===== config.mk =====
export PLATFORM = sky130hd
export DESIGN_NAME = button_gesture_classifier_unit_flat
export DESIGN_NICKNAME = d
export VERILOG_FILES = /design/src/bgc_pkg.sv /design/src/bgc_if.sv /design/src/bgc_core.sv /design/src/button_gesture_classifier_unit.sv /design/src/flat_wrapper.sv
export SDC_FILE = /design/constraint.sdc
export NUM_CORES = 1
export LEC_CHECK = 0
export BUFFER_PORTS_ARGS = -buffer_cell sky130_fd_sc_hd__buf_2
export CORE_MARGIN = 5
export CORE_UTILIZATION = 55
export CTS_CLUSTER_DIAMETER = 120
export DETAILED_ROUTE_END_ITERATION = 8
export GPL_TIMING_DRIVEN = 0
export MAX_ROUTING_LAYER = met4
export PLACE_DENSITY = 0.75
export SLEW_MARGIN = 20
export SYNTH_ARGS = -nofsm -noshare
export SYNTH_HDL_FRONTEND = slang
export SYNTH_HIERARCHICAL = 1
export SYNTH_SLANG_ARGS = --single-unit

===== constraint.sdc =====
create_clock -name clock -period 10.5 [get_ports clock]
set_input_delay 0.525 -clock clock [delete_from_list [all_inputs] [get_ports clock]]
set_output_delay 0.525 -clock clock [all_outputs]
set_load 0.01 [all_outputs]

===== src/bgc_pkg.sv =====
// ----------------------------------------------------------------------------
// bgc_pkg: shared types and constants for the button gesture classifier
// Timer width, register indexes, reset values and the tick result record.
// ----------------------------------------------------------------------------
package bgc_pkg;

   localparam int TIMER_BITS = 16;
   localparam int CFG_W      = 16;
   localparam int CMP_W      = (TIMER_BITS > CFG_W) ? TIMER_BITS : CFG_W;
   localparam int CSR_IDX_W  = 3;

   localparam logic [TIMER_BITS-1:0] TIMER_MAX = {TIMER_BITS{1'b1}};

   localparam logic [CSR_IDX_W-1:0] REG_DEBOUNCE   = 3'd0;
   localparam logic [CSR_IDX_W-1:0] REG_CLICK_GAP  = 3'd1;
   localparam logic [CSR_IDX_W-1:0] REG_LONG_PRESS = 3'd2;
   localparam logic [CSR_IDX_W-1:0] REG_GAUGE_HOLD = 3'd3;
   localparam logic [CSR_IDX_W-1:0] REG_GAUGE_LINGER = 3'd4;

   localparam logic [CFG_W-1:0] RST_DEBOUNCE     = 16'd25;
   localparam logic [CFG_W-1:0] RST_CLICK_GAP    = 16'd350;
   localparam logic [CFG_W-1:0] RST_LONG_PRESS   = 16'd600;
   localparam logic [CFG_W-1:0] RST_GAUGE_HOLD   = 16'd5000;
   localparam logic [CFG_W-1:0] RST_GAUGE_LINGER = 16'd4000;

   localparam logic [1:0] ACT_NONE = 2'd0;
   localparam logic [1:0] ACT_PLAY = 2'd1;
   localparam logic [1:0] ACT_NEXT = 2'd2;
   localparam logic [1:0] ACT_PREV = 2'd3;

   localparam logic [1:0] CLICKS_MAX = 2'd3;

   typedef struct packed {
      logic [CFG_W-1:0] debounce_ticks;
      logic [CFG_W-1:0] click_gap_ticks;
      logic [CFG_W-1:0] long_press_ticks;
      logic [CFG_W-1:0] gauge_hold_ticks;
      logic [CFG_W-1:0] gauge_linger_ticks;
   } cfg_type;

   typedef struct packed {
      logic [1:0] transport_action;
      logic       mute_toggled;
      logic       gauge_read_request;
      logic       activity;
      logic       muted;
      logic       playing;
      logic       gauge_shown;
      logic       pressed;
   } result_type;

endpackage


===== src/bgc_if.sv =====
// ----------------------------------------------------------------------------
// bgc_req_if / bgc_rsp_if: request and result channels
// Valid/ready handshake with the tick payload carried alongside.
// ----------------------------------------------------------------------------
interface bgc_req_if;
   logic valid;
   logic ready;
   logic switch_level;
   logic knob_turned;

   modport source (output valid, output switch_level, output knob_turned, input ready);
   modport sink   (input valid, input switch_level, input knob_turned, output ready);
endinterface

interface bgc_rsp_if;
   logic       valid;
   logic       ready;
   logic [1:0] transport_action;
   logic       mute_toggled;
   logic       gauge_read_request;
   logic       activity;
   logic       muted;
   logic       playing;
   logic       gauge_shown;
   logic       pressed;

   modport source (output valid, output transport_action, output mute_toggled,
                   output gauge_read_request, output activity, output muted,
                   output playing, output gauge_shown, output pressed, input ready);
   modport sink   (input valid, input transport_action, input mute_toggled,
                   input gauge_read_request, input activity, input muted,
                   input playing, input gauge_shown, input pressed, output ready);
endinterface


===== src/bgc_core.sv =====
// ----------------------------------------------------------------------------
// bgc_core: gesture state and one-tick update
// Debounce, hold timing, click counting, gauge linger and mute/play state.
// ----------------------------------------------------------------------------
module bgc_core
   import bgc_pkg::*;
(
   input  logic       clock,
   input  logic       reset,
   input  logic       step_en,
   input  logic       switch_level,
   input  logic       knob_turned,
   input  cfg_type    cfg,
   output result_type result
);

   logic                  last_raw_ff, last_raw_in;
   logic                  stable_ff, stable_in;
   logic [TIMER_BITS-1:0] since_change_ff, since_change_in;
   logic [TIMER_BITS-1:0] since_press_ff, since_press_in;
   logic [TIMER_BITS-1:0] since_click_ff, since_click_in;
   logic [1:0]            clicks_ff, clicks_in;
   logic                  armed_ff, armed_in;
   logic [CFG_W-1:0]      remain_ff, remain_in;
   logic                  mute_ff, mute_in;
   logic                  play_ff, play_in;

   logic [1:0] action;
   logic       toggled, request, activity;

   always_comb begin
      last_raw_in     = last_raw_ff;
      stable_in       = stable_ff;
      since_change_in = (since_change_ff == TIMER_MAX) ? TIMER_MAX : since_change_ff + 1'b1;
      since_press_in  = (since_press_ff == TIMER_MAX) ? TIMER_MAX : since_press_ff + 1'b1;
      since_click_in  = (since_click_ff == TIMER_MAX) ? TIMER_MAX : since_click_ff + 1'b1;
      clicks_in       = clicks_ff;
      armed_in        = armed_ff;
      remain_in       = (remain_ff != '0) ? remain_ff - 1'b1 : remain_ff;
      mute_in         = mute_ff;
      play_in         = play_ff;
      action          = ACT_NONE;
      toggled         = 1'b0;
      request         = 1'b0;
      activity        = 1'b0;

      if (knob_turned) begin
         activity = 1'b1;
         mute_in  = 1'b0;
      end

      if (switch_level != last_raw_ff) begin
         last_raw_in     = switch_level;
         since_change_in = '0;
      end

      if (CMP_W'(since_change_in) > CMP_W'(cfg.debounce_ticks) && switch_level != stable_ff) begin
         stable_in = switch_level;
         if (!switch_level) begin
            activity       = 1'b1;
            since_press_in = '0;
            armed_in       = 1'b0;
         end else if (armed_ff) begin
            // release after a gauge hold is swallowed
         end else if (CMP_W'(since_press_in) >= CMP_W'(cfg.long_press_ticks)) begin
            mute_in = ~mute_in;
            toggled = 1'b1;
         end else begin
            if (clicks_ff != CLICKS_MAX) begin
               clicks_in = clicks_ff + 1'b1;
            end
            since_click_in = '0;
         end
      end

      if (!stable_in && CMP_W'(since_press_in) >= CMP_W'(cfg.gauge_hold_ticks)) begin
         if (!armed_in) begin
            armed_in = 1'b1;
            request  = 1'b1;
         end
         remain_in = cfg.gauge_linger_ticks;
         activity  = 1'b1;
      end

      if (clicks_in != '0 && stable_in &&
          CMP_W'(since_click_in) > CMP_W'(cfg.click_gap_ticks)) begin
         case (clicks_in)
            ACT_PLAY: begin
               action  = ACT_PLAY;
               play_in = ~play_ff;
            end
            ACT_NEXT: action = ACT_NEXT;
            default:  action = ACT_PREV;
         endcase
         clicks_in = '0;
      end
   end

   always_comb begin
      result.transport_action   = action;
      result.mute_toggled       = toggled;
      result.gauge_read_request = request;
      result.activity           = activity;
      result.muted              = mute_in;
      result.playing            = play_in;
      result.gauge_shown        = (remain_in != '0);
      result.pressed            = ~stable_in;
   end

   always_ff @(posedge clock) begin
      if (reset) begin
         last_raw_ff     <= 1'b1;
         stable_ff       <= 1'b1;
         since_change_ff <= '0;
         since_press_ff  <= '0;
         since_click_ff  <= '0;
         clicks_ff       <= '0;
         armed_ff        <= 1'b0;
         remain_ff       <= '0;
         mute_ff         <= 1'b0;
         play_ff         <= 1'b0;
      end else if (step_en) begin
         last_raw_ff     <= last_raw_in;
         stable_ff       <= stable_in;
         since_change_ff <= since_change_in;
         since_press_ff  <= since_press_in;
         since_click_ff  <= since_click_in;
         clicks_ff       <= clicks_in;
         armed_ff        <= armed_in;
         remain_ff       <= remain_in;
         mute_ff         <= mute_in;
         play_ff         <= play_in;
      end
   end

endmodule


===== src/button_gesture_classifier_unit.sv =====
// ----------------------------------------------------------------------------
// button_gesture_classifier_unit: push-switch gesture classifier
// One request per millisecond tick carries the raw active-low switch level
// and a knob-turn flag; one result per request carries the transport action
// (none, play/pause, next, previous), the mute toggle, the gauge read request,
// activity and the current muted, playing, gauge-shown and pressed states.
// The request goes into an input register; the tick update runs between that
// register and the result register. One request is taken per cycle while the
// result side keeps up. When the receiver stalls, the result is held and one
// further request is still taken into the input register; after that ready
// drops until the result is taken. Timing registers are written through
// csr_wr_en, csr_index and csr_wdata; the user must write them only while no
// request is in flight, as the block does not enforce it. Reset (synchronous,
// active high) empties both registers and restores the released switch,
// cleared timers and counters, unmuted, paused and the default timings.
// ----------------------------------------------------------------------------
module button_gesture_classifier_unit
   import bgc_pkg::*;
(
   input  logic                 clock,
   input  logic                 reset,
   bgc_req_if.sink              req,
   bgc_rsp_if.source            rsp,
   input  logic                 csr_wr_en,
   input  logic [CSR_IDX_W-1:0] csr_index,
   input  logic [CFG_W-1:0]     csr_wdata
);

   cfg_type    cfg_ff;
   logic       in_vld_ff;
   logic       in_level_ff;
   logic       in_knob_ff;
   logic       out_vld_ff;
   result_type out_ff;
   result_type result;
   logic       advance;

   assign advance   = in_vld_ff && (!out_vld_ff || rsp.ready);
   assign req.ready = !in_vld_ff || advance;

   always_ff @(posedge clock) begin
      if (reset) begin
         cfg_ff.debounce_ticks     <= RST_DEBOUNCE;
         cfg_ff.click_gap_ticks    <= RST_CLICK_GAP;
         cfg_ff.long_press_ticks   <= RST_LONG_PRESS;
         cfg_ff.gauge_hold_ticks   <= RST_GAUGE_HOLD;
         cfg_ff.gauge_linger_ticks <= RST_GAUGE_LINGER;
      end else if (csr_wr_en) begin
         case (csr_index)
            REG_DEBOUNCE:     cfg_ff.debounce_ticks     <= csr_wdata;
            REG_CLICK_GAP:    cfg_ff.click_gap_ticks    <= csr_wdata;
            REG_LONG_PRESS:   cfg_ff.long_press_ticks   <= csr_wdata;
            REG_GAUGE_HOLD:   cfg_ff.gauge_hold_ticks   <= csr_wdata;
            REG_GAUGE_LINGER: cfg_ff.gauge_linger_ticks <= csr_wdata;
            default: ;
         endcase
      end
   end

   always_ff @(posedge clock) begin
      if (reset) begin
         in_vld_ff <= 1'b0;
      end else if (req.ready) begin
         in_vld_ff <= req.valid;
      end
   end

   always_ff @(posedge clock) begin
      if (req.valid && req.ready) begin
         in_level_ff <= req.switch_level;
         in_knob_ff  <= req.knob_turned;
      end
   end

   bgc_core u_core (
      .clock        (clock),
      .reset        (reset),
      .step_en      (advance),
      .switch_level (in_level_ff),
      .knob_turned  (in_knob_ff),
      .cfg          (cfg_ff),
      .result       (result)
   );

   always_ff @(posedge clock) begin
      if (reset) begin
         out_vld_ff <= 1'b0;
      end else if (advance) begin
         out_vld_ff <= 1'b1;
      end else if (rsp.ready) begin
         out_vld_ff <= 1'b0;
      end
   end

   always_ff @(posedge clock) begin
      if (advance) begin
         out_ff <= result;
      end
   end

   assign rsp.valid              = out_vld_ff;
   assign rsp.transport_action   = out_ff.transport_action;
   assign rsp.mute_toggled       = out_ff.mute_toggled;
   assign rsp.gauge_read_request = out_ff.gauge_read_request;
   assign rsp.activity           = out_ff.activity;
   assign rsp.muted              = out_ff.muted;
   assign rsp.playing            = out_ff.playing;
   assign rsp.gauge_shown        = out_ff.gauge_shown;
   assign rsp.pressed            = out_ff.pressed;

   a_request_held: assert property (@(posedge clock) disable iff (reset)
      in_vld_ff && out_vld_ff && !rsp.ready |=> in_vld_ff && $stable(in_level_ff))
      else $error("pending request lost during result stall");

   a_gauge_request_pressed: assert property (@(posedge clock) disable iff (reset)
      rsp.valid && rsp.gauge_read_request |-> rsp.pressed && rsp.activity)
      else $error("gauge read request without a held switch");

   a_dispatch_released: assert property (@(posedge clock) disable iff (reset)
      rsp.valid && rsp.transport_action != ACT_NONE |-> !rsp.pressed)
      else $error("click dispatch while switch held");

   a_toggle_released: assert property (@(posedge clock) disable iff (reset)
      rsp.valid && rsp.mute_toggled |-> !rsp.pressed)
      else $error("mute toggle while switch held");

endmodule


===== src/flat_wrapper.sv =====
// flat-port wrapper written by rule: the top's interface ports become plain ports
module button_gesture_classifier_unit_flat import bgc_pkg::*;
  (clock, reset, csr_wr_en, csr_index, csr_wdata, req_valid, req_switch_level, req_knob_turned, req_ready, rsp_valid, rsp_transport_action, rsp_mute_toggled, rsp_gauge_read_request, rsp_activity, rsp_muted, rsp_playing, rsp_gauge_shown, rsp_pressed, rsp_ready);
  bgc_req_if req_i ();
  bgc_rsp_if rsp_i ();
  input  logic clock;
  input  logic reset;
  input  logic csr_wr_en;
  input  logic [CSR_IDX_W-1:0] csr_index;
  input  logic [CFG_W-1:0] csr_wdata;
  input wire logic [$bits(req_i.valid)-1:0] req_valid;
  input wire logic [$bits(req_i.switch_level)-1:0] req_switch_level;
  input wire logic [$bits(req_i.knob_turned)-1:0] req_knob_turned;
  output wire logic [$bits(req_i.ready)-1:0] req_ready;
  output wire logic [$bits(rsp_i.valid)-1:0] rsp_valid;
  output wire logic [$bits(rsp_i.transport_action)-1:0] rsp_transport_action;
  output wire logic [$bits(rsp_i.mute_toggled)-1:0] rsp_mute_toggled;
  output wire logic [$bits(rsp_i.gauge_read_request)-1:0] rsp_gauge_read_request;
  output wire logic [$bits(rsp_i.activity)-1:0] rsp_activity;
  output wire logic [$bits(rsp_i.muted)-1:0] rsp_muted;
  output wire logic [$bits(rsp_i.playing)-1:0] rsp_playing;
  output wire logic [$bits(rsp_i.gauge_shown)-1:0] rsp_gauge_shown;
  output wire logic [$bits(rsp_i.pressed)-1:0] rsp_pressed;
  input wire logic [$bits(rsp_i.ready)-1:0] rsp_ready;
  assign req_i.valid = req_valid;
  assign req_i.switch_level = req_switch_level;
  assign req_i.knob_turned = req_knob_turned;
  assign req_ready = req_i.ready;
  assign rsp_valid = rsp_i.valid;
  assign rsp_transport_action = rsp_i.transport_action;
  assign rsp_mute_toggled = rsp_i.mute_toggled;
  assign rsp_gauge_read_request = rsp_i.gauge_read_request;
  assign rsp_activity = rsp_i.activity;
  assign rsp_muted = rsp_i.muted;
  assign rsp_playing = rsp_i.playing;
  assign rsp_gauge_shown = rsp_i.gauge_shown;
  assign rsp_pressed = rsp_i.pressed;
  assign rsp_i.ready = rsp_ready;
  button_gesture_classifier_unit u_core (.clock(clock), .reset(reset), .req(req_i), .rsp(rsp_i), .csr_wr_en(csr_wr_en), .csr_index(csr_index), .csr_wdata(csr_wdata));
endmodule

==> impl_results.md, run 1 <==
- Hold_buf cts: 0
- Grt ovf: 0
- Post-synthesis register bit count: roughly 160
- Crit path max-delay cell type: nor4_1
- Post-route ant nets: 0
- Area grow syn2layout: 11.0%
- Top cells by area, synth: dfxtp_1 (31%), mux2i_1 (10%), ha_1 (8.8%), a21oi_1 (5.3%), nand2b_1 (5.1%)
- Fmax: 129 MHz
- Setup crit end: u_core/u_core/remain_ff[3]
- Syn Inst Count: 1190
- Reg2reg start: u_core/u_core/since_change_ff[0]
- VDD IR-drop max: 187 µV
- Crit path DAT: slightly above 8000 ps
- Critical path fanouts, max: 10
- Via density: 5.85
- Setup CP Type: flip-flop to flip-flop
- Die Area: 0.0207 mm²
- Final instance area: 0.0109 mm²
- Routability cong.: 0.934
- # Post-CTS Setup Buffers: 0
- Worst-path clk slew: 70 ps
- Distinct cells, synth: roughly 60
- CTS resizes: 0
- Row cnt: 49
- HP Class: input port to flip-flop
- Clock root buffer: clkbuf_16
- Clock buffer depth: 2
- N_diodes: 0
- Final hold vios: 0
- Sequential share of the synthesized area: 34.4%
- Cell family with most CP delay: compound AO/OA/AOI/OAI gates
- Leak Pwr: about 4.7 nW
- DP HPWL: approximately 20 mm
- Ys Warns: 6
- Initial core utilization: between 50% and 60%
- Number of global-route vias before repair: 8306
- Synthesized cell area: about 0.0099 mm²
- MaxCap Viol Count: 0
- Ys flop type: dfxtp_1
- Final Skew: 9.31 ps
- DRT iter0 DRCs: 617
- DIE WIDTH: around 140 µm
- Reg2Reg Capture Point: u_core/u_core/remain_ff[3]
- CP Launch Point: u_core/u_core/since_change_ff[0]
- Fraction of layout cells with a size suffix above 1: 7.09%
- Final wirelength: 26.7 mm
- Initial antenna violation count: 0
- TritonRoute pass-1 iters: 5
- Min Tclk post-route: around 7700 ps
- Worst Tran Pin Value: 1040 ps
- Avg Cell Area, Syn: ~8.3 µm²
- Post-synth EDFFs: 11
- Drt wl/cell: 18.0 µm
- DRC: 0
- Largest net degree at the start of global routing: 17
- # nets final: around 1300
- CP Capture Type: flip-flop
- Setup TNS: 0 ps
- Status: finished, final reports clean
- Unrepaired setup endpoints after global routing: false
- Slew Limit Fails: 0
- Filler cell count in the final layout: between 1500 and 2000
- CP Buf/Inv Count: 4
- Vias: a little under 9000
- FF-to-FF path depth: 25
- DP Area: between 0.01 and 0.015 mm²
- CP Launch Type: flip-flop
- Port Buf Inserts: 34
- Crit-path max cell delay: 610 ps
- Most frequent cells in the layout: dfxtp_1 (153), a21oi_1 (104), mux2i_1 (100), nand2_1 (99), nor2_1 (89)
- Die H: between 100 and 150 µm
- Syn_nets: 1285
- Pwr dens: roughly 160 mW/mm²
- Total CTS buffers: 17
- Core Footprint: approximately 0.018 mm²
- Yosys top cell by area: dfxtp_1
- CTS tree: yes
- Final setup violation count: 0
- Tcrit/Tclk final: 73.7%
- Gr usage total: 27.2%
- H-tree depth: 4
- Async SR Flop Fraction: 0%
- CP Depth: 25
- Required time worst endpoint: 10860 ps
- Global-route wire length before repair: 42.8 mm
- R2R Setup Slk: 2770 ps
- Commonest non-fill, non-tap cell in the layout: dfxtp_1
- Post-synth top area share: 31.0%
- Rel. slew slack: 29.9%
- Clock Sinks: 164
- Clock Latency Late Sink: 430 ps
- I/O Pins: 37
==> how the worst min path moves through the flow <==
| stage | to | cells past startpoint | slack, ps | startpoint |
|---|---|---|---|---|
| 2_1_floorplan | u_core/rsp.valid | 2 | 430 | u_core/in_vld_ff |
| 3_3_place_gp | u_core/rsp.valid | 2 | 450 | u_core/in_vld_ff |
| 3_5_place_dp | u_core/rsp.valid | 2 | 460 | u_core/in_vld_ff |
| 4_1_cts | u_core/in_knob_ff | 1 | 250 | req_knob_turned |
| 5_1_grt | u_core/in_knob_ff | 1 | 250 | req_knob_turned |
| 6_report | u_core/in_knob_ff | 1 | 270 | req_knob_turned |
==> cell families after synthesis <==
kind of cell	after synthesis	share of synthesized area [%]
muxes	102	10.4
DFF	164	34.4
adders and majority gates	69	8.75
AOI/OAI and AO/OA	200	12.0
and+or+nand+nor	474	25.3
xor gates and xnor gates	33	2.93
buffers and inverters	148	6.25
==> per-layer routing <==
metal / GRT usage [%] / wire length (µm) / part of all wire (%)
met1: 35.7 / 12100 / 45
met2: 42.4 / 12200 / 46
met3: 3.29 / 1370 / 5.1
met4: 11.8 / 1020 / 3.8
met5: - / 0 / 0
==> through the flow <==
stage          setup slack, ps  power, W  utilization [%]  std cells  hold slack [ps]
2_1_floorplan             4830  0.000990                -       1190              434
3_3_place_gp              3010   0.00107             57.9       1453              450
3_5_place_dp              2950   0.00108             57.9       1453              459
4_1_cts                   2850   0.00173             61.4       1485              253
5_1_grt                   2190   0.00181             61.4       1485              252
6_report                  2770   0.00173             61.4       1485              268
==> layout make-up <==
cell class | instances | area, µm² | share of cell area (%)
multi-input cells | 878 | 5860 | 53.5
flip-flops and latches | 164 | 3390 | 31.0
clock buffers | 23 | 509 | 4.65
plain buffers | 74 | 339 | 3.10
well taps | 229 | 287 | 2.62
inverters | 74 | 278 | 2.54
repair buffers | 34 | 170 | 1.55
clock inverters | 9 | 115 | 1.05
==> power by group <==
part	internal, W	leakage (nW)	switching (W)
combinational	0.000162	3.08	0.000216
clock	0.000392	0.301	0.000262
sequential	0.000661	1.34	0.0000383
==> state kept, by name, indices dropped and copies added (netlist names), 2 cells and up <==
signal	flops
u_core/cfg_ff	80
u_core/rsp.transport_action	2
u_core/u_core/clicks_ff	2
u_core/u_core/remain_ff	16
u_core/u_core/since_change_ff	16
u_core/u_core/since_click_ff	16
u_core/u_core/since_press_ff	16
==> synthesized netlist by cell type (12+ instances only) <==
cell / n
a21o_1: 17
a21oi_1: 104
a31oi_1: 20
and2_1: 25
and3_1: 13
clkbuf_1: 54
dfxtp_1: 153
ha_1: 69
inv_1: 74
mux2i_1: 100
nand2_1: 99
nand2b_1: 80
nand3_1: 54
nand4_1: 20
nor2_1: 89
nor2b_1: 15
nor3_1: 18
nor4_1: 12
o21ai_0: 22
or3_1: 13
xnor2_1: 18
xor2_1: 15
==> worst reg2reg max path: stages, from the launching register on <==
cell and delay (ps):
dfxtp_1 420, ha_1 220, nand3_1 180, nor4_1 610
nand4_1 270, clkbuf_1 290, a21oi_1 300, ha_1 330
a21oi_1 180, nor3_1 60, a2111oi_0 480, o311ai_0 490
nand4b_1 510, clkbuf_1 540, nand2_1 130, ha_1 300
nand2b_1 90, a21oi_1 60, o21ai_0 160, a41oi_1 230
o31ai_1 530, and3_1 220, clkbuf_1 230, clkbuf_1 470
a31oi_1 170, a21oi_1 200
(Power assumes the default switching activity.)
==> run 2: changes to the inputs <==
--- a/config.mk
+++ b/config.mk
@@ -5,6 +5,7 @@
 export SDC_FILE = /design/constraint.sdc
 export NUM_CORES = 1
 export LEC_CHECK = 0
+export ABC_AREA = 1
 export BUFFER_PORTS_ARGS = -buffer_cell sky130_fd_sc_hd__buf_2
 export CORE_MARGIN = 5
 export CORE_UTILIZATION = 55
==> constraint.sdc (replaced) <==
create_clock -name clock -period 7.2 [get_ports clock]
set_input_delay 0.36 -clock clock [delete_from_list [all_inputs] [get_ports clock]]
set_output_delay 0.36 -clock clock [all_outputs]
set_load 0.01 [all_outputs]
==> run 2 against run 1 <==
  * Maximum frequency rose by 22%
  * Count of clock-buffer cells in the layout fell by 4
  * Die area rose by 1.4%
  * Via count rose by 10%
  * Sequential share of layout area fell by 0.19 points
  * Non-clock buffer count fell by 14
  * Largest power group unchanged
==> impl_results.md, run 2 <==
- Status: finished, final reports clean (unchanged)
- CP Launch Type: flip-flop (unchanged)
- Ys Warns: 6 (unchanged)
- Most frequent cells in the layout: nand2_1 (317), inv_1 (224), nor2_1 (202), dfxtp_1 (153), nand3_1 (130) (was dfxtp_1 (153), a21oi_1 (104), mux2i_1 (100), nand2_1 (99), nor2_1 (89))
- CTS tree: yes (unchanged)
- Port Buf Inserts: 36 (was 34)
- Avg Cell Area, Syn: 6.67 µm² (was 8.29 µm²)
- Crit path max-delay cell type: clkbuf_1 (was nor4_1)
- Post-synth top area share: 30.6% (was 31.0%)
- Min Tclk post-route: 6350 ps (was 7730 ps)
- Die H: 145 µm (was 144 µm)
- Post-synthesis register bit count: 164 (unchanged)
- Crit-path max cell delay: 540 ps (was 610 ps)
- Commonest non-fill, non-tap cell in the layout: nand2_1 (was dfxtp_1)
- HP Class: input port to flip-flop (unchanged)
- Initial antenna violation count: 0 (unchanged)
- Worst-path clk slew: 70 ps (about the same)
- Unrepaired setup endpoints after global routing: false (unchanged)
- Routability cong.: 0.990 (was 0.934)
- Cell family with most CP delay: simple AND/OR/NAND/NOR gates (was compound AO/OA/AOI/OAI gates)
- Max FFs per register: 80 (unchanged)
- DRT iter0 DRCs: 724 (was 617)
- # nets final: 1650 (was 1338)
- CP Capture Type: flip-flop (unchanged)
- Area of the multi-input gates: 0.00547 mm² (was 0.00586 mm²)
- Post-route ant nets: 0 (unchanged)
- Final hold vios: 0 (unchanged)
- Number of global-route vias before repair: 8928 (was 8306)
- Area occupied by registers: 0.00339 mm² (unchanged)
- H-tree depth: 4 (unchanged)
- Via density: 5.33 (was 5.85)
- Fraction of layout cells with a size suffix above 1: 8.49% (was 7.09%)
- Async SR Flop Fraction: 0% (unchanged)
- Required time worst endpoint: 7380 ps (was 10860 ps)
- Leak Pwr: 5.61 nW (was 4.72 nW)
- Post-synth EDFFs: 11 (unchanged)
- Area grow syn2layout: 10.0% (was 11.0%)
- Die Area: 0.0210 mm² (was 0.0207 mm²)
- DRC: 0 (unchanged)
- Worst Tran Pin Value: 669 ps (was 1040 ps)
- Setup TNS: 0 ps (unchanged)
- MaxCap Viol Count: 0 (unchanged)
- Ys flop type: dfxtp_1 (unchanged)
- Clock root buffer: clkbuf_16 (unchanged)
- Drt wl/cell: 15.1 µm (was 18.0 µm)
- Clock Latency Late Sink: 430 ps (about the same)
- Gr usage total: 25.9% (was 27.2%)
- Synthesized cell area: 0.0100 mm² (was 0.00987 mm²)
- Total CTS buffers: 17 (unchanged)
- Final Skew: 11.9 ps (was 9.31 ps)
- VDD IR-drop max: 192 µV (was 187 µV)
- Top cells by area, synth: dfxtp_1 (31%), nand2_1 (12%), ha_1 (8.6%), inv_1 (8.4%), nor2_1 (7.6%) (was dfxtp_1 (31%), mux2i_1 (10%), ha_1 (8.8%), a21oi_1 (5.3%), nand2b_1 (5.1%))
- DIE WIDTH: 145 µm (was 144 µm)
- Final wirelength: 27.1 mm (was 26.7 mm)
- # Post-CTS Setup Buffers: 0 (unchanged)
- Grt ovf: 0 (unchanged)
- Post-layout util: 61.3% (was 61.4%)
- Clock buffer depth: 2 (unchanged)
- Setup CP Type: flip-flop to flip-flop (unchanged)
- Clock Sinks: 164 (unchanged)
- Yosys top cell by area: dfxtp_1 (unchanged)
- Tcrit/Tclk final: 88.2% (was 73.7%)
- Initial core utilization: 55.7% (was 55.3%)
- CP Buf/Inv Count: 5 (was 4)
- Critical path fanouts, max: 10 (unchanged)
- Core Footprint: 0.0180 mm² (was 0.0178 mm²)
- Pwr dens: 214 mW/mm² (was 158 mW/mm²)
- CP most frequent cell: nand2_1
- CTS resizes: 0 (unchanged)
- I/O Pins: 37 (unchanged)
- Syn_nets: 1595 (was 1285)
- Fmax: 157 MHz (was 129 MHz)
- TritonRoute pass-1 iters: 5 (unchanged)
- Biggest register: u_core/cfg_ff (unchanged)
- Crit path DAT: 6530 ps (was 8090 ps)
- Filler cell count in the final layout: 1769 (was 1584)
- Row cnt: 49 (unchanged)
- Slew Limit Fails: 0 (unchanged)
- Total power: 0.00236 W (was 0.00173 W)
- Largest net degree at the start of global routing: 17 (unchanged)
- Distinct cells, synth: 46 (was 59)
- Top cells by count, synth: nand2_1 (317), inv_1 (224), nor2_1 (202) (was dfxtp_1 (153), a21oi_1 (104), mux2i_1 (100))
- Count leader, synth: nand2_1 (was dfxtp_1)
- Final setup violation count: 0 (unchanged)
- Vias: 9584 (was 8692)
- Sequential share of the synthesized area: 33.9% (was 34.4%)
- Syn Inst Count: 1500 (was 1190)
- Global-route wire length before repair: 43.6 mm (was 42.8 mm)
- DP HPWL: 20.5 mm (was 20.2 mm)
- Rel. slew slack: 55.4% (was 29.9%)
- Hold_buf cts: 0 (unchanged)
==> run 2: changes by cell type in the layout (fill, tap and decap cells not counted), moves of 15 or more <==
cell and delta:
nand2_1 +218, inv_1 +150, nor2_1 +113, mux2i_1 -100
o21ai_0 +82, nand2b_1 -80, nand3_1 +76, and2_1 -23
clkbuf_1 -23, a21o_1 -16, a31oi_1 -15, nor2b_1 -15
==> run 2: area by class of cell <==
class	count	area share, %
clock buffer	19	4.02
multi-input combinational	1050	49.7
tap	229	2.60
inverter	228	7.79
buffer	58	2.64
timing repair buffer	36	1.64
clock inverter	12	0.773
sequential	164	30.8
antenna	1	0.0227
==> run 2: per-layer routing <==
layer,up-vias,GRT usage [%],share of wire [%]
li1,4908,-,-
met1,4349,32.8,45
met2,263,40.9,46
met3,64,4.24,5.7
met4,0,11.1,3.5
met5,-,-,0
==> run 2: logic make-up after synthesis <==
| logic type | Yosys count | share of synthesized area (%) |
|---|---|---|
| AND/OR/NAND/NOR | 709 | 30.6 |
| buffers and inverters | 286 | 11.5 |
| AO/OA/AOI/OAI | 246 | 13.1 |
| flip-flops | 164 | 33.9 |
| adder cells (fa/ha/maj) | 69 | 8.62 |
| XOR/XNOR | 26 | 2.27 |
==> run 2: worst paths after layout <==
check | slack [ps] | start | cells past startpoint | end
setup / recovery | 850 | u_core/u_core/since_change_ff[0] | 33 | u_core/rsp.gauge_shown
hold / removal | 110 | req_switch_level | 1 | u_core/in_level_ff
setup reg to reg | 850 | u_core/u_core/since_change_ff[0] | 33 | u_core/rsp.gauge_shown
hold reg to reg | 460 | u_core/cfg_ff[28] | 2 | u_core/cfg_ff[28]
==> run 2: where the power goes <==
group          internal [W]  total [W]  switching (W)
Combinational      0.000174   0.000519       0.000345
Clock              0.000447   0.000829       0.000382
Sequential         0.000969    0.00101      0.0000418
Total               0.00159    0.00236       0.000769
==> run 2: stage by stage <==
stage | setup WS (ps) | hold WS [ps] | std cells | cell area (µm²)
after floorplan | 2530 | 429 | 1500 | 10000
after global placement | 1070 | 440 | 1765 | 10500
after detailed placement | 1000 | 452 | 1765 | 10500
after CTS | 934 | 88.8 | 1796 | 11000
after global routing | 323 | 98.8 | 1796 | 11000
final | 847 | 110 | 1797 | 11000
==> run 2: worst reg2reg max path: cells and delay by family, from the launching register on <==
family                     cells  cell delay (ps)
buffers and inverters          5             1070
adders and majority gates      3              580
AOI/OAI and AO/OA              3              550
DFF                            1              380
and+or+nand+nor               22             3550
==> run 3: changes to the inputs <==
--- a/config.mk
+++ b/config.mk
@@ -12,6 +12,7 @@
 export CTS_CLUSTER_DIAMETER = 120
 export DETAILED_ROUTE_END_ITERATION = 8
 export GPL_TIMING_DRIVEN = 0
+export HOLD_SLACK_MARGIN = 0.12
 export MAX_ROUTING_LAYER = met4
 export PLACE_DENSITY = 0.75
 export SLEW_MARGIN = 20
==> constraint.sdc (replaced) <==
create_clock -name clock -period 7.07 [get_ports clock]
set_input_delay 0.3535 -clock clock [delete_from_list [all_inputs] [get_ports clock]]
set_output_delay 0.3535 -clock clock [all_outputs]
set_load 0.1 [all_outputs]
==> run 3 against run 2 <==
  * Maximum frequency decreased by 0.72%
  * Die area unchanged
  * Total power up 2.9%
  * Sequential share of layout area shrank 0.12 points
  * Wire length increased by 0.69%
  * Combinational power is 6.7% higher
  * Non-clock buffer count increased by 4
  * Worst hold slack gained 39 ps
  * Critical path type unchanged
  * Highest routed layer unchanged
==> impl_results.md, run 3 (same netlist as run 2, synthesis figures left out) <==
- Status: finished, final reports clean (unchanged)
- Critical path fanouts, max: 10 (unchanged)
- DRC: 0 (unchanged)
- Fraction of layout cells with a size suffix above 1: 8.47% (was 8.49%)
- VDD IR-drop max: 197 µV (was 192 µV)
- P_sw: 0.000807 W (was 0.000769 W)
- Total CTS buffers: 17 (unchanged)
- Rel. slew slack: 55.1% (was 55.4%)
- DIE WIDTH: 145 µm (unchanged)
- Setup crit end: u_core/rsp.gauge_shown (unchanged)
- Reg2reg start: u_core/u_core/since_change_ff[0] (unchanged)
- Row cnt: 49 (unchanged)
- Die Area: 0.0210 mm² (unchanged)
- Fin worst setup slack: 671 ps (was 847 ps)
- DRT iter0 DRCs: 714 (was 724)
- CTS resizes: 0 (unchanged)
- Required time worst endpoint: 7250 ps (was 7380 ps)
- Clk network pwr share: 34.8% (was 35.1%)
- Pre-CTS WS: 870 ps (was 1000 ps)
- Non-Filler Instances: 1802 (was 1797)
- Min Tclk post-route: 6400 ps (was 6350 ps)
- FF-to-FF path depth: 33 (unchanged)
- Die H: 145 µm (unchanged)
- Slew Limit Fails: 0 (unchanged)
- Clock buffer depth: 2 (unchanged)
- Via density: 5.38 (was 5.33)
- # Post-CTS Setup Buffers: 0 (unchanged)
- DP HPWL: 20.5 mm (unchanged)
- Int Pwr: 0.00162 W (was 0.00159 W)
- Setup TNS: 0 ps (unchanged)
- Final setup violation count: 0 (unchanged)
- Max FFs per register: 80 (unchanged)
- I/O Pins: 37 (unchanged)
- Initial antenna violation count: 0 (unchanged)
- Crit path DAT: 6580 ps (was 6530 ps)
- Unrepaired setup endpoints after global routing: false (unchanged)
- Fmax: 156 MHz (was 157 MHz)
- Most frequent cells in the layout: nand2_1 (317), inv_1 (224), nor2_1 (202), dfxtp_1 (153), nand3_1 (130) (unchanged)
- HP Class: input port to flip-flop (unchanged)
- TritonRoute pass-1 iters: 7 (was 5)
- Drt wl/cell: 15.1 µm (about the same)
- Final wirelength: 27.3 mm (was 27.1 mm)
- MaxCap Viol Count: 0 (unchanged)
- Worst-path clk slew: 70 ps (about the same)
- Setup CP Type: flip-flop to flip-flop (unchanged)
- Commonest non-fill, non-tap cell in the layout: nand2_1 (unchanged)
- Post-placement cell count: 1765 (unchanged)
- CP most frequent cell: nand2_1 (unchanged)
- CP Capture Type: flip-flop (unchanged)
- Net Sw Frac: 33.2% (was 32.6%)
- Hold_buf cts: 4 (was 0)
- Core Footprint: 0.0180 mm² (unchanged)
- H-tree depth: 4 (unchanged)
- Grt ovf: 0 (unchanged)
- Routability cong.: 0.990 (unchanged)
- R2R Setup Slk: 670 ps (was 850 ps)
- Clock root buffer: clkbuf_16 (unchanged)
- Post-route ant nets: 0 (unchanged)
- Tcrit/Tclk final: 90.5% (was 88.2%)
- Number of global-route vias before repair: 8955 (was 8928)
- Crit-path max cell delay: 560 ps (was 540 ps)
- Final hold vios: 0 (unchanged)
- Reg2Reg Capture Point: u_core/rsp.gauge_shown (unchanged)
- Biggest register: u_core/cfg_ff (unchanged)
- Combinational share of power: 22.8% (was 22.0%)
- Leak Pwr: 5.63 nW (was 5.61 nW)
- Vias: 9687 (was 9584)
- Largest net degree at the start of global routing: 17 (unchanged)
- Reg power frac: 42.4% (was 42.8%)
- Crit path max-delay cell type: clkbuf_1 (unchanged)
- Final Skew: 12.8 ps (was 11.9 ps)
- Area grow syn2layout: 10.4% (was 10.0%)
- Total power: 0.00243 W (was 0.00236 W)
- Global-route wire length before repair: 43.8 mm (was 43.6 mm)
- Worst Tran Pin Value: 673 ps (was 669 ps)
- Pwr dens: 220 mW/mm² (was 214 mW/mm²)
- CP Launch Type: flip-flop (unchanged)
- Port Buf Inserts: 36 (unchanged)
- CTS tree: yes (unchanged)
- Initial core utilization: 55.7% (unchanged)
- Final hold slack: 148 ps (was 110 ps)
- Clock Latency Late Sink: 430 ps (about the same)
- CP Launch Point: u_core/u_core/since_change_ff[0] (unchanged)
- Clock Sinks: 164 (unchanged)
- # nets final: 1654 (was 1650)
- Hold depth: 3 (was 1)
- Gr usage total: 25.9% (about the same)
## run 3: cell types whose count changed in the layout (fill, tap and decap cells not counted), sizes merged
cell	delta
dlygate4sd3	+4
diode	+1
## run 3: critical path, delay by kind of cell, from the launching register on
family / cells / cell delay, ps
flops: 1 / 380
compound gates: 3 / 560
simple gates: 22 / 3550
buf+inv: 5 / 1080
fa+ha+maj: 3 / 570
## run 3: cell type report
cell class	count	area (µm²)
Inverter	228	858
Antenna cell	2	5.00
Tap cell	229	287
Clock inverter	12	85.1
Multi-Input combinational cell	1050	5470
Buffer	58	290
Clock buffer	19	443
Fill cell	1761	6910
Sequential cell	164	3390
Timing Repair Buffer	40	220
## run 3: worst min path at each step
stage / end / slack (ps) / from
floorplan: u_core/in_vld_ff / 420 / reset
global placement: u_core/cfg_ff[25] / 440 / u_core/cfg_ff[25]
detailed placement: u_core/cfg_ff[25] / 450 / u_core/cfg_ff[25]
CTS: u_core/cfg_ff[28] / 130 / csr_wdata[12]
global route: u_core/cfg_ff[49] / 180 / csr_wdata[1]
finish: u_core/cfg_ff[28] / 150 / csr_wdata[12]
## run 3: metal layers
metal	part of all wire (%)	wire length (µm)	global-route usage [%]
met4	3.4	915	11.1
met2	46	12500	41.1
met3	6.3	1710	4.30
met1	44	12100	32.8
met5	0	0	-
## run 3: power by group through the flow
| stage | logic (W) | registers (W) | clock network [W] |
|---|---|---|---|
| CTS | 0.000547 | 0.00103 | 0.000865 |
| finish | 0.000554 | 0.00103 | 0.000845 |
| floorplan | 0.000381 | 0.00106 | 0 |
| global route | 0.000623 | 0.00103 | 0.000900 |
| global placement | 0.000528 | 0.00105 | 0 |
| detailed placement | 0.000540 | 0.00105 | 0 |
## run 3: per-stage QoR
step,util (%),instance area [µm²]
2_1_floorplan,-,10000
3_3_place_gp,58.3,10500
3_5_place_dp,58.3,10500
4_1_cts,61.5,11000
5_1_grt,61.5,11100
6_report,61.5,11100
